### src/hw/rtl/sdas_pkg.sv
// Shared types and constants of the dual-converter staleness scheduler.
// Used by sdas_ctrl, sdas_datapath and staleness_dual_adc_scheduler_top; no dependencies.
`timescale 1ns / 1ps

package sdas_pkg;

  localparam int HW_KEYS    = 16;
  localparam int KEY_W      = 4;
  localparam int CNT_W      = 5;
  localparam int TIME_W     = 32;
  localparam int CFG_IDX_W  = 3;
  localparam int CFG_DATA_W = 32;
  localparam int PRIO_W     = 2;

  // configuration register indexes
  localparam logic [CFG_IDX_W-1:0] CFG_KEY_COUNT      = 3'd0;
  localparam logic [CFG_IDX_W-1:0] CFG_KEY_PRIORITIES = 3'd1;
  localparam logic [CFG_IDX_W-1:0] CFG_ALLOWED_CONV0  = 3'd2;
  localparam logic [CFG_IDX_W-1:0] CFG_ALLOWED_CONV1  = 3'd3;
  localparam logic [CFG_IDX_W-1:0] CFG_MAX_STALENESS  = 3'd4;
  localparam logic [CFG_IDX_W-1:0] CFG_MIN_STALENESS  = 3'd5;

  // key priority codes
  localparam logic [PRIO_W-1:0] PRIO_SLOW     = 2'd0;
  localparam logic [PRIO_W-1:0] PRIO_RELAXED  = 2'd1;
  localparam logic [PRIO_W-1:0] PRIO_CRITICAL = 2'd2;
  localparam logic [PRIO_W-1:0] PRIO_NEVER    = 2'd3;

  // request types
  localparam logic REQ_ROUND  = 1'b0;
  localparam logic REQ_RECORD = 1'b1;

  // commands from the controller
  typedef struct packed {
    logic record;     // store a sample time
    logic start;      // open a round: latch time, empty stacks
    logic age_step;   // compute age of the current key
    logic eval_step;  // classify and push the current key, advance
    logic emit;       // pop one pair into the output register
  } ctl_cmd_t;

  // status back to the controller
  typedef struct packed {
    logic n_zero;     // no keys in use
    logic scan_last;  // current key is the last one of the scan
    logic out_free;   // output register can take a word this cycle
    logic pair_last;  // the pair being popped ends the round
  } dp_status_t;

endpackage

### src/hw/rtl/sdas_ctrl.sv
// Controller state machine of the scheduler: sequences record, scan and pop phases.
// Depends on sdas_pkg.
`timescale 1ns / 1ps

module sdas_ctrl (
  input  logic                  clk,
  input  logic                  rst_n,
  input  logic                  in_valid,
  input  logic                  in_req_type,
  output logic                  in_ready,
  input  sdas_pkg::dp_status_t  status,
  output sdas_pkg::ctl_cmd_t    cmd
);

  typedef enum logic [1:0] {
    ST_IDLE,
    ST_AGE,
    ST_EVAL,
    ST_EMIT
  } state_t;

  state_t state_r;
  logic   in_ready_r;
  logic   accept;

  assign accept   = in_valid && in_ready_r;
  assign in_ready = in_ready_r;

  always_comb begin
    cmd           = '0;
    cmd.record    = accept && (in_req_type == sdas_pkg::REQ_RECORD);
    cmd.start     = accept && (in_req_type == sdas_pkg::REQ_ROUND);
    cmd.age_step  = (state_r == ST_AGE);
    cmd.eval_step = (state_r == ST_EVAL);
    cmd.emit      = (state_r == ST_EMIT) && status.out_free;
  end

  always_ff @(posedge clk) begin
    if (!rst_n) begin
      state_r    <= ST_IDLE;
      in_ready_r <= 1'b1;
    end else begin
      unique case (state_r)
        ST_IDLE: begin
          if (cmd.start) begin
            in_ready_r <= 1'b0;
            state_r    <= status.n_zero ? ST_EMIT : ST_AGE;
          end
        end
        ST_AGE: begin
          state_r <= ST_EVAL;
        end
        ST_EVAL: begin
          state_r <= status.scan_last ? ST_EMIT : ST_AGE;
        end
        ST_EMIT: begin
          if (cmd.emit && status.pair_last) begin
            state_r    <= ST_IDLE;
            in_ready_r <= 1'b1;
          end
        end
        default: begin
          state_r    <= ST_IDLE;
          in_ready_r <= 1'b1;
        end
      endcase
    end
  end

endmodule

### src/hw/rtl/sdas_datapath.sv
// Datapath of the scheduler: config registers, sample time store, three key stacks
// and the output register. Depends on sdas_pkg.
`timescale 1ns / 1ps

module sdas_datapath #(
  parameter int MAX_KEYS = 16
) (
  input  logic                                clk,
  input  logic                                rst_n,
  input  logic                                cfg_wr_en,
  input  logic [sdas_pkg::CFG_IDX_W-1:0]      cfg_index,
  input  logic [sdas_pkg::CFG_DATA_W-1:0]     cfg_wdata,
  input  logic [sdas_pkg::TIME_W-1:0]         in_now_time,
  input  logic [sdas_pkg::KEY_W-1:0]          in_key_index,
  input  logic [sdas_pkg::TIME_W-1:0]         in_sample_time,
  input  sdas_pkg::ctl_cmd_t                  cmd,
  output sdas_pkg::dp_status_t                status,
  output logic                                out_valid,
  input  logic                                out_ready,
  output logic                                out_conv0_valid,
  output logic [sdas_pkg::KEY_W-1:0]          out_conv0_key,
  output logic                                out_conv1_valid,
  output logic [sdas_pkg::KEY_W-1:0]          out_conv1_key,
  output logic                                out_last_pair
);

  localparam int NKEYS = (MAX_KEYS < sdas_pkg::HW_KEYS) ? MAX_KEYS : sdas_pkg::HW_KEYS;
  localparam int IW    = (NKEYS > 1) ? $clog2(NKEYS) : 1;
  localparam int SD    = (NKEYS < 2) ? 2 : NKEYS;
  localparam logic [sdas_pkg::CNT_W-1:0] N_LIM = sdas_pkg::CNT_W'(NKEYS);

  typedef logic [sdas_pkg::KEY_W-1:0] key_t;
  typedef logic [sdas_pkg::CNT_W-1:0] cnt_t;
  typedef logic [sdas_pkg::TIME_W-1:0] time_t;

  // configuration
  cnt_t                    key_count_r;
  logic [31:0]             key_priorities_r;
  logic [15:0]             allowed0_r;
  logic [15:0]             allowed1_r;
  time_t                   max_stale_r;
  time_t                   min_stale_r;

  // scan state
  time_t                   sample_r [NKEYS];
  time_t                   now_r;
  time_t                   age_r;
  cnt_t                    idx_r;
  logic                    urg_r;
  logic                    urg_nxt;

  // stacks, top of stack at entry 0
  key_t                    s0_r [SD];
  key_t                    s1_r [SD];
  key_t                    sb_r [SD];
  key_t                    s0_nxt [SD];
  key_t                    s1_nxt [SD];
  key_t                    sb_nxt [SD];
  cnt_t                    c0_r, c1_r, cb_r;
  cnt_t                    c0_nxt, c1_nxt, cb_nxt;

  // output register
  logic                    out_valid_r;
  logic                    v0_r, v1_r, last_r;
  key_t                    k0_r, k1_r;

  cnt_t                    nkeys;
  key_t                    cur_key;
  logic [sdas_pkg::PRIO_W-1:0] prio;
  logic                    urgent;
  logic                    cand;
  logic                    a0, a1;

  // pair selection
  cnt_t                    c0e, c1e, cbe, cb_after;
  logic                    pop0, pop1, popb0, popb1;
  logic                    v0, v1, pair_last;
  key_t                    k0, k1;

  assign nkeys   = (key_count_r > N_LIM) ? N_LIM : key_count_r;
  assign cur_key = idx_r[sdas_pkg::KEY_W-1:0];
  assign prio    = key_priorities_r[{cur_key, 1'b0} +: sdas_pkg::PRIO_W];
  assign a0      = allowed0_r[cur_key];
  assign a1      = allowed1_r[cur_key];

  always_comb begin
    unique case (prio) inside
      sdas_pkg::PRIO_SLOW,
      sdas_pkg::PRIO_CRITICAL: urgent = 1'b1;
      sdas_pkg::PRIO_RELAXED:  urgent = age_r > max_stale_r;
      default:                 urgent = 1'b0;
    endcase
  end

  assign cand = urgent || (age_r > min_stale_r);

  // Stacks count as empty when the round found nothing urgent.
  always_comb begin
    c0e      = urg_r ? c0_r : '0;
    c1e      = urg_r ? c1_r : '0;
    cbe      = urg_r ? cb_r : '0;
    pop0     = (c0e != '0);
    popb0    = !pop0 && (cbe != '0);
    cb_after = cbe - cnt_t'(popb0);
    pop1     = (c1e != '0);
    popb1    = !pop1 && (cb_after != '0);
    v0       = pop0 || popb0;
    v1       = pop1 || popb1;
    k0       = pop0 ? s0_r[0] : (popb0 ? sb_r[0] : '0);
    k1       = pop1 ? s1_r[0] : (popb1 ? (popb0 ? sb_r[1] : sb_r[0]) : '0);
    pair_last = ((c0e - cnt_t'(pop0)) == '0) && ((c1e - cnt_t'(pop1)) == '0) &&
                ((cb_after - cnt_t'(popb1)) == '0);
  end

  always_comb begin
    s0_nxt  = s0_r;
    s1_nxt  = s1_r;
    sb_nxt  = sb_r;
    c0_nxt  = c0_r;
    c1_nxt  = c1_r;
    cb_nxt  = cb_r;
    urg_nxt = urg_r;
    if (cmd.start) begin
      c0_nxt  = '0;
      c1_nxt  = '0;
      cb_nxt  = '0;
      urg_nxt = 1'b0;
    end else if (cmd.eval_step) begin
      if (urgent) urg_nxt = 1'b1;
      if (cand) begin
        if (a0 && a1) begin
          for (int i = SD - 1; i > 0; i--) sb_nxt[i] = sb_r[i-1];
          sb_nxt[0] = cur_key;
          cb_nxt    = cb_r + cnt_t'(1);
        end else if (a0) begin
          for (int i = SD - 1; i > 0; i--) s0_nxt[i] = s0_r[i-1];
          s0_nxt[0] = cur_key;
          c0_nxt    = c0_r + cnt_t'(1);
        end else if (a1) begin
          for (int i = SD - 1; i > 0; i--) s1_nxt[i] = s1_r[i-1];
          s1_nxt[0] = cur_key;
          c1_nxt    = c1_r + cnt_t'(1);
        end
      end
    end else if (cmd.emit) begin
      c0_nxt = c0e - cnt_t'(pop0);
      c1_nxt = c1e - cnt_t'(pop1);
      cb_nxt = cb_after - cnt_t'(popb1);
      if (pop0) begin
        for (int i = 0; i < SD - 1; i++) s0_nxt[i] = s0_r[i+1];
      end
      if (pop1) begin
        for (int i = 0; i < SD - 1; i++) s1_nxt[i] = s1_r[i+1];
      end
      if (popb0 && popb1) begin
        for (int i = 0; i < SD - 2; i++) sb_nxt[i] = sb_r[i+2];
      end else if (popb0 || popb1) begin
        for (int i = 0; i < SD - 1; i++) sb_nxt[i] = sb_r[i+1];
      end
    end
  end

  // configuration registers
  always_ff @(posedge clk) begin
    if (!rst_n) begin
      key_count_r      <= '0;
      key_priorities_r <= 32'h5555_5555;
      allowed0_r       <= '0;
      allowed1_r       <= '0;
      max_stale_r      <= 32'd1000;
      min_stale_r      <= 32'd500;
    end else if (cfg_wr_en) begin
      unique case (cfg_index)
        sdas_pkg::CFG_KEY_COUNT:      key_count_r      <= cfg_wdata[sdas_pkg::CNT_W-1:0];
        sdas_pkg::CFG_KEY_PRIORITIES: key_priorities_r <= cfg_wdata;
        sdas_pkg::CFG_ALLOWED_CONV0:  allowed0_r       <= cfg_wdata[15:0];
        sdas_pkg::CFG_ALLOWED_CONV1:  allowed1_r       <= cfg_wdata[15:0];
        sdas_pkg::CFG_MAX_STALENESS:  max_stale_r      <= cfg_wdata;
        sdas_pkg::CFG_MIN_STALENESS:  min_stale_r      <= cfg_wdata;
        default: ;
      endcase
    end
  end

  // sample time store
  always_ff @(posedge clk) begin
    if (!rst_n) begin
      for (int i = 0; i < NKEYS; i++) sample_r[i] <= '0;
    end else if (cmd.record && (cnt_t'(in_key_index) < N_LIM)) begin
      sample_r[in_key_index[IW-1:0]] <= in_sample_time;
    end
  end

  // scan registers and stacks
  always_ff @(posedge clk) begin
    if (!rst_n) begin
      idx_r <= '0;
      urg_r <= 1'b0;
      c0_r  <= '0;
      c1_r  <= '0;
      cb_r  <= '0;
    end else begin
      if (cmd.start) idx_r <= '0;
      else if (cmd.eval_step) idx_r <= idx_r + cnt_t'(1);
      urg_r <= urg_nxt;
      c0_r  <= c0_nxt;
      c1_r  <= c1_nxt;
      cb_r  <= cb_nxt;
    end
  end

  always_ff @(posedge clk) begin
    if (cmd.start) now_r <= in_now_time;
    if (cmd.age_step) age_r <= now_r - sample_r[idx_r[IW-1:0]];
    s0_r <= s0_nxt;
    s1_r <= s1_nxt;
    sb_r <= sb_nxt;
  end

  // output register
  always_ff @(posedge clk) begin
    if (!rst_n) begin
      out_valid_r <= 1'b0;
    end else if (cmd.emit) begin
      out_valid_r <= 1'b1;
    end else if (out_ready) begin
      out_valid_r <= 1'b0;
    end
  end

  always_ff @(posedge clk) begin
    if (cmd.emit) begin
      v0_r   <= v0;
      k0_r   <= k0;
      v1_r   <= v1;
      k1_r   <= k1;
      last_r <= pair_last;
    end
  end

  always_comb begin
    status           = '0;
    status.n_zero    = (nkeys == '0);
    status.scan_last = ((idx_r + cnt_t'(1)) == nkeys);
    status.out_free  = !out_valid_r || out_ready;
    status.pair_last = pair_last;
  end

  assign out_valid       = out_valid_r;
  assign out_conv0_valid = v0_r;
  assign out_conv0_key   = k0_r;
  assign out_conv1_valid = v1_r;
  assign out_conv1_key   = k1_r;
  assign out_last_pair   = last_r;

endmodule

### src/hw/rtl/staleness_dual_adc_scheduler_top.sv
// Staleness-driven scheduler of sensor keys onto two converters (top level).
// Record word: stores a sample time, no result. Round word over n active keys: a scan
// per key (age subtract, then classify and push), then one pair word a cycle while the
// output register has room; the input reopens when the last pair word is loaded into the
// output register. rst_n (synchronous, active low) empties the stacks,
`timescale 1ns / 1ps

// zeroes the sample times and loads the register reset values. Depends on sdas_pkg.
module staleness_dual_adc_scheduler_top #(
  parameter int MAX_KEYS = 16
) (
  input  logic                                clk,
  input  logic                                rst_n,
  // configuration write port
  input  logic                                cfg_wr_en,
  input  logic [sdas_pkg::CFG_IDX_W-1:0]      cfg_index,
  input  logic [sdas_pkg::CFG_DATA_W-1:0]     cfg_wdata,
  // request words
  input  logic                                in_valid,
  output logic                                in_ready,
  input  logic                                in_req_type,
  input  logic [sdas_pkg::TIME_W-1:0]         in_now_time,
  input  logic [sdas_pkg::KEY_W-1:0]          in_key_index,
  input  logic [sdas_pkg::TIME_W-1:0]         in_sample_time,
  // pair words
  output logic                                out_valid,
  input  logic                                out_ready,
  output logic                                out_conv0_valid,
  output logic [sdas_pkg::KEY_W-1:0]          out_conv0_key,
  output logic                                out_conv1_valid,
  output logic [sdas_pkg::KEY_W-1:0]          out_conv1_key,
  output logic                                out_last_pair
);

  sdas_pkg::ctl_cmd_t   cmd;
  sdas_pkg::dp_status_t status;

  // Controller: takes request words only while idle, then walks the scan
  // and drives one pop per cycle while the output register has room.
  sdas_ctrl u_ctrl (
    .clk         (clk),
    .rst_n       (rst_n),
    .in_valid    (in_valid),
    .in_req_type (in_req_type),
    .in_ready    (in_ready),
    .status      (status),
    .cmd         (cmd)
  );

  // Datapath: takes each key through the age subtract and the staleness
  // compares, pushes onto the three stacks, and pops pairs with
  // converter 0 served first, the shared stack filling whichever side is short.
  sdas_datapath #(
    .MAX_KEYS (MAX_KEYS)
  ) u_datapath (
    .clk             (clk),
    .rst_n           (rst_n),
    .cfg_wr_en       (cfg_wr_en),
    .cfg_index       (cfg_index),
    .cfg_wdata       (cfg_wdata),
    .in_now_time     (in_now_time),
    .in_key_index    (in_key_index),
    .in_sample_time  (in_sample_time),
    .cmd             (cmd),
    .status          (status),
    .out_valid       (out_valid),
    .out_ready       (out_ready),
    .out_conv0_valid (out_conv0_valid),
    .out_conv0_key   (out_conv0_key),
    .out_conv1_valid (out_conv1_valid),
    .out_conv1_key   (out_conv1_key),
    .out_last_pair   (out_last_pair)
  );

endmodule

### config.mk
export PLATFORM = sky130hd
export DESIGN_NAME = staleness_dual_adc_scheduler_top
export DESIGN_NICKNAME = d
export VERILOG_FILES = /design/src/hw/rtl/sdas_pkg.sv /design/src/hw/rtl/sdas_ctrl.sv /design/src/hw/rtl/sdas_datapath.sv /design/src/hw/rtl/staleness_dual_adc_scheduler_top.sv
export SDC_FILE = /design/constraint.sdc
export NUM_CORES = 2
export LEC_CHECK = 0
export BUFFER_PORTS_ARGS = -buffer_cell sky130_fd_sc_hd__buf_2
export CORE_MARGIN = 2
export CORE_UTILIZATION = 51
export DETAILED_ROUTE_END_ITERATION = 8
export PLACE_DENSITY = 0.78
export SYNTH_ARGS = -nofsm -noshare
export SYNTH_HDL_FRONTEND = slang
export SYNTH_SLANG_ARGS = --single-unit
### constraint.sdc
create_clock -name clk -period 19.6 [get_ports clk]
set_input_delay 4.9 -clock clk [delete_from_list [all_inputs] [get_ports clk]]
set_output_delay 4.9 -clock clk [all_outputs]
set_load 0.01 [all_outputs]
After elaboration in Yosys (flattened, before gate mapping)
Memories as Yosys holds them, arrays and structs flattened. A register that Yosys moved wholly into a read port is not among the register bits.
Cells that the tools add are included.
- bits in registers: 425
- RAM bits: 512
- bits of input ports: 109
- output and inout bits: 13
- memories kept: 1
- add/subtract/negate cells: 9
- order comparisons: 4
- equality and inequality tests: 20
- shift operators: 1
- mux-type cells: 68
- bitwise logic cells: 5
- reduce and logical (&&, ||, !) cells: 59
- memories (memory ; depth ; bits a word ; read ports ; clocked after Yosys merged registers in ; wr ports ; line ; text):
    u_datapath.sample_r ; 16 ; 32 ; 1 ; 1 ; 16 ; sdas_datapath.sv:45 ; time_t sample_r [NKEYS];
- operators by type and width (operator ; number):
    64-bit 2-to-1 mux ; 9
    60-bit 2-to-1 mux ; 9
    5-bit 2-to-1 mux ; 19
    32-bit greater-than comparator ; 2
    56-bit 2-to-1 mux ; 1
    4-bit 2-to-1 mux ; 9
    32-bit 2-to-1 mux ; 1
    32-bit OR reduction ; 1
    32-bit by 6-bit indexed part select with 2-bit output ; 1
    32-bit subtractor ; 1
    5-bit by 1-bit adder with 5-bit output (second input constant) ; 4
    5-bit zero test ; 4
    5-bit nonzero test ; 4
    5-bit by 1-bit subtractor with 5-bit output ; 4
    6-bit AND reduction ; 3
    2-bit AND reduction ; 8
    5-bit AND reduction ; 3
    2-bit nonzero test ; 6
    1-bit logical AND ; 11
    1-bit 2-to-1 mux ; 11
    2-bit != test (second input constant) ; 5
    1-bit binary-select mux with 4-bit select ; 2
    2-bit 2-to-1 mux ; 4
    2-bit by 1-bit != test with 1-bit output (second input constant) ; 4
    20 further kinds ; 40

Depth between registers and ports, before layout
- depth in word-level cells: 13
- mapped depth: 23
- gate-level depth less buffers: 20

Hierarchy
A second synthesis with hierarchy kept.
- cells, all modules: 3472
- area total of the unflattened synthesis: 44705.4 um^2
- modules (own cells, without submodules) (module ; instances ; cells each ; area each (um^2)):
    sdas_datapath ; 1 ; 3451 ; 44503.9
    sdas_ctrl ; 1 ; 21 ; 201.4

Least setup slack after synthesis
Ideal clock, no wire load.
- path type: in2reg
- start point: input in_valid
- end point: register u_datapath.s0_r[10] (netlist bit) (enable)
- library setup time: 568 ps
- arrival time: 10296 ps
- setup slack: 8736 ps
- cell stages on the path: 5
- buffers on the path: 1
- cells stage by stage: nand2_1 or2_2 clkbuf_1 inv_1 a211oi_1
- RTL lines (item ; line ; text):
    from (decl) ; staleness_dual_adc_scheduler_top.sv:19 ; input logic in_valid,
    to (signal assigned) ; sdas_datapath.sv:215 ; s0_r <= s0_nxt;
    to (decl) ; sdas_datapath.sv:53 ; key_t s0_r [SD];

==> reports/results.ini <==
[status]
status=finished, final reports clean

[critical_path]
r2r_start=u_datapath.c0_r[2]
max_stage_delay_ps=730
path_max_fanout=47
crit_type=input pin to flip-flop
critPathLaunch=rst_n
cp.required_ps=19880
crit_cells=7
critPathLaunchType=input pin
reg2reg_setup_slack_ps=13640
worstPathArrival_ps=7690
critPathTopFamily=simple AND/OR/NAND/NOR gates
worst_setup_path_end_kind=flip-flop
r2r_end=u_ctrl.in_ready
worstPathCellList=buf_4 > nand2_1 > nor2_1 > nand3_1 > nor3_2 > buf_4 > nand2b_2
cp_common_cell=buf_4
crit_buf_inv=2
r2r_cells=19
cp_slowest_cell=nand2b_2

[clock_tree]
cts-htree-levels=3
cts_root_buf=clkbuf_16
cts_made_buffers=96
path_clk_slew_ps=60
cts_resized=0
clk_path_buf_depth=3
cts_tree=done
holdBufCountCts=0
post-cts-setup-buffers=0
worstSkewPairLatency_ps=670
clock-sinks=941

[sta]
setup_tns_ps=0
skew_ps=24.1
drv_slew=0
fin_crit_ps=7400
max_slew_margin_pct=17.0
fmax_mhz=135
rsz0062_at_grt=no
post-route-period-util_pct=37.8
finalHoldViolCount=0
worstMarginPinSlew_ps=1240
setup_violations=0

[floorplanning]
pin_count=122
rows=107
start_util_pct=51.6
core_area_mm2=0.0854
die_y_um=298
die_x_um=298
die_area_mm2=0.0888

[pwr]
power_density_mw_per_mm2=102
p_leak_uw=0.0171
p_sw_uw=1300
p_seq_share_pct=47.4
ir_worst_vdd_v=0.0000824
intPower_uw=3680
clkPwrFrac_pct=36.8
p_sw_share_pct=26.1
combPwrFrac_pct=15.8

[hold_path]
hp-class=flip-flop to flip-flop
min-delay-start=u_datapath.min_stale_r[24]
whs_endpoint=u_datapath.min_stale_r[24]
min_path_cells=2

[synthesis]
ys_top_cells_by_area=edfxtp_1 (53%), mux4_2 (9.0%), dfxtp_1 (7.4%)
yosysSeqAreaShare_pct=60.4
avgSynthCellArea_um2=13.2
yosys.area.top_type=edfxtp_1
yosysUniqueCellTypes=75
synth_top_area_share_pct=53.1
synth_edf_count=779
synth_area_mm2=0.0441
ys_async_sr_fraction_pct=0
synth_common_cells=edfxtp_1 (779), and2_1 (517), nand2_1 (365)
ys_ff_latch=941
ys.flop_type=edfxtp_1
synth_fp_nets=3550
ys_warn_count=0
synthesis.instances=3329
yosysMostFrequentCell=edfxtp_1

[place]
dpl.hpwl_um=65700
gp_congestion=0.855
portBuffers=121

[layout]
syn2layout_area_growth_pct=11.0
finalNetCount=3579
utilization_pct=57.3
layout-drive-gt1-share_pct=16.0

[route]
drc_errors=0
finalWirelength_um=102000
post_drt_wl_per_cell_um=22.2
drtAntennaViolNets=0
num_vias=26780
dr.pass1.iters=7
vias_per_cell=5.84
first_iter_violations=2397

[job]
drv_cap=0

[global_route]
grt_pass1_vias=26555
antenna_found_initial=12
grt_overflow_total=0
grt_pass1_wl_um=156000
grt_max_degree=123
track_usage_pct=22.8

==> state kept, by name, summed over array words and instances (netlist names), 5 cells and up, named ones only <==
name and cells:
u_datapath.sample_r 512, u_datapath.s0_r 64, u_datapath.s1_r 64, u_datapath.sb_r 64, u_datapath.age_r 32, u_datapath.key_priorities_r 32, u_datapath.max_stale_r 32, u_datapath.min_stale_r 32
u_datapath.now_r 32, u_datapath.allowed0_r 16, u_datapath.allowed1_r 16, u_datapath.c0_r 5, u_datapath.c1_r 5, u_datapath.cb_r 5, u_datapath.idx_r 5, u_datapath.key_count_r 5
==> routing by layer <==
metal / up-vias / global-route usage, % / share of wire [%]
met5: - / 0 / 0.025
met4: 4 / 7.42 / 3.1
met3: 189 / 5.78 / 9.2
met2: 1011 / 35.4 / 46
met1: 13296 / 31.6 / 42
li1: 12280 / - / -
==> worst register-to-register path: stages, from the launching register on <==
cell,delay (ps)
dfxtp_1,440
or2_1,310
o41a_1,490
nor2_1,830
ha_1,340
ha_1,230
xor2_1,320
nand3_1,150
nor2_1,410
nor2_1,170
ha_1,270
ha_1,300
and4_1,200
and4b_1,190
nand4_1,90
o41a_1,380
a21oi_1,270
nor2b_1,210
mux2i_1,190
nand2_1,60
==> logic make-up after synthesis <==
family,Yosys count,share of synthesized area [%]
muxes,254,10.8
and+or+nand+nor,1115,13.3
buffers and inverters,346,3.13
adders and majority gates,112,3.20
xor gates and xnor gates,47,0.951
DFF,941,60.4
AOI/OAI and AO/OA,514,8.26
==> area by class of cell <==
class	count	area [µm²]
fillers	6708	36500
diodes	3	7.51
inverters	114	430
multi-input cells	2042	16300
clock inverters	59	571
clock buffers	120	2590
flip-flops and latches	941	26600
repair buffers	163	936
well taps	1144	1430
==> power groups by stage <==
stage | logic [µW] | registers, µW | clock network [µW]
CTS | 785 | 2360 | 1860
global placement | 761 | 2400 | 0
detailed placement | 779 | 2400 | 0
floorplan | 585 | 2360 | 0
global route | 863 | 2370 | 1930
finish | 785 | 2360 | 1830
==> layout by cell type, fill, tap and decap left out, types with 13 or more instances in the layout <==
master     count
edfxtp_1     779
and2_1       516
nand2_1      365
mux4_2       177
dfxtp_1      158
a22o_1       127
buf_2        120
inv_1        112
ha_1         110
a21boi_0     101
clkbuf_16     97
o21ai_0       86
mux2i_1       76
nor2_1        65
a21oi_1       64
nand3_1       44
buf_4         42
xnor2_1       30
nand4_1       21
a21o_1        19
clkinv_1      19
nor2b_1       17
o211ai_1      16
xor2_1        16
clkinv_2      16
o21ai_1       14
nor2_2        14
nor3_1        13
clkbuf_1      13
==> stage by stage <==
step	power, µW	setup slack, ps	hold WS [ps]	instance area [µm²]	cells
floorplan	2950	8740	428	44100	3329
global placement	3160	11550	445	45800	4404
detailed placement	3180	11520	439	45800	4404
CTS	5000	12210	465	48900	4583
global route	5160	12010	476	48900	4583
finish	4980	12200	463	48900	4586
==> how the worst max path moves through the flow <==
stage / slack, ps / to
after global routing: 12010 / u_datapath.sample_r[12][5]
final: 12200 / u_datapath.sample_r[12][9]
after floorplan: 8740 / u_datapath.s0_r[10]
after CTS: 12210 / u_datapath.sample_r[12][9]
after global placement: 11550 / u_datapath.sample_r[12][2]
after detailed placement: 11520 / u_datapath.sample_r[12][11]
No activity file was read; power rests on OpenSTA's default activity.
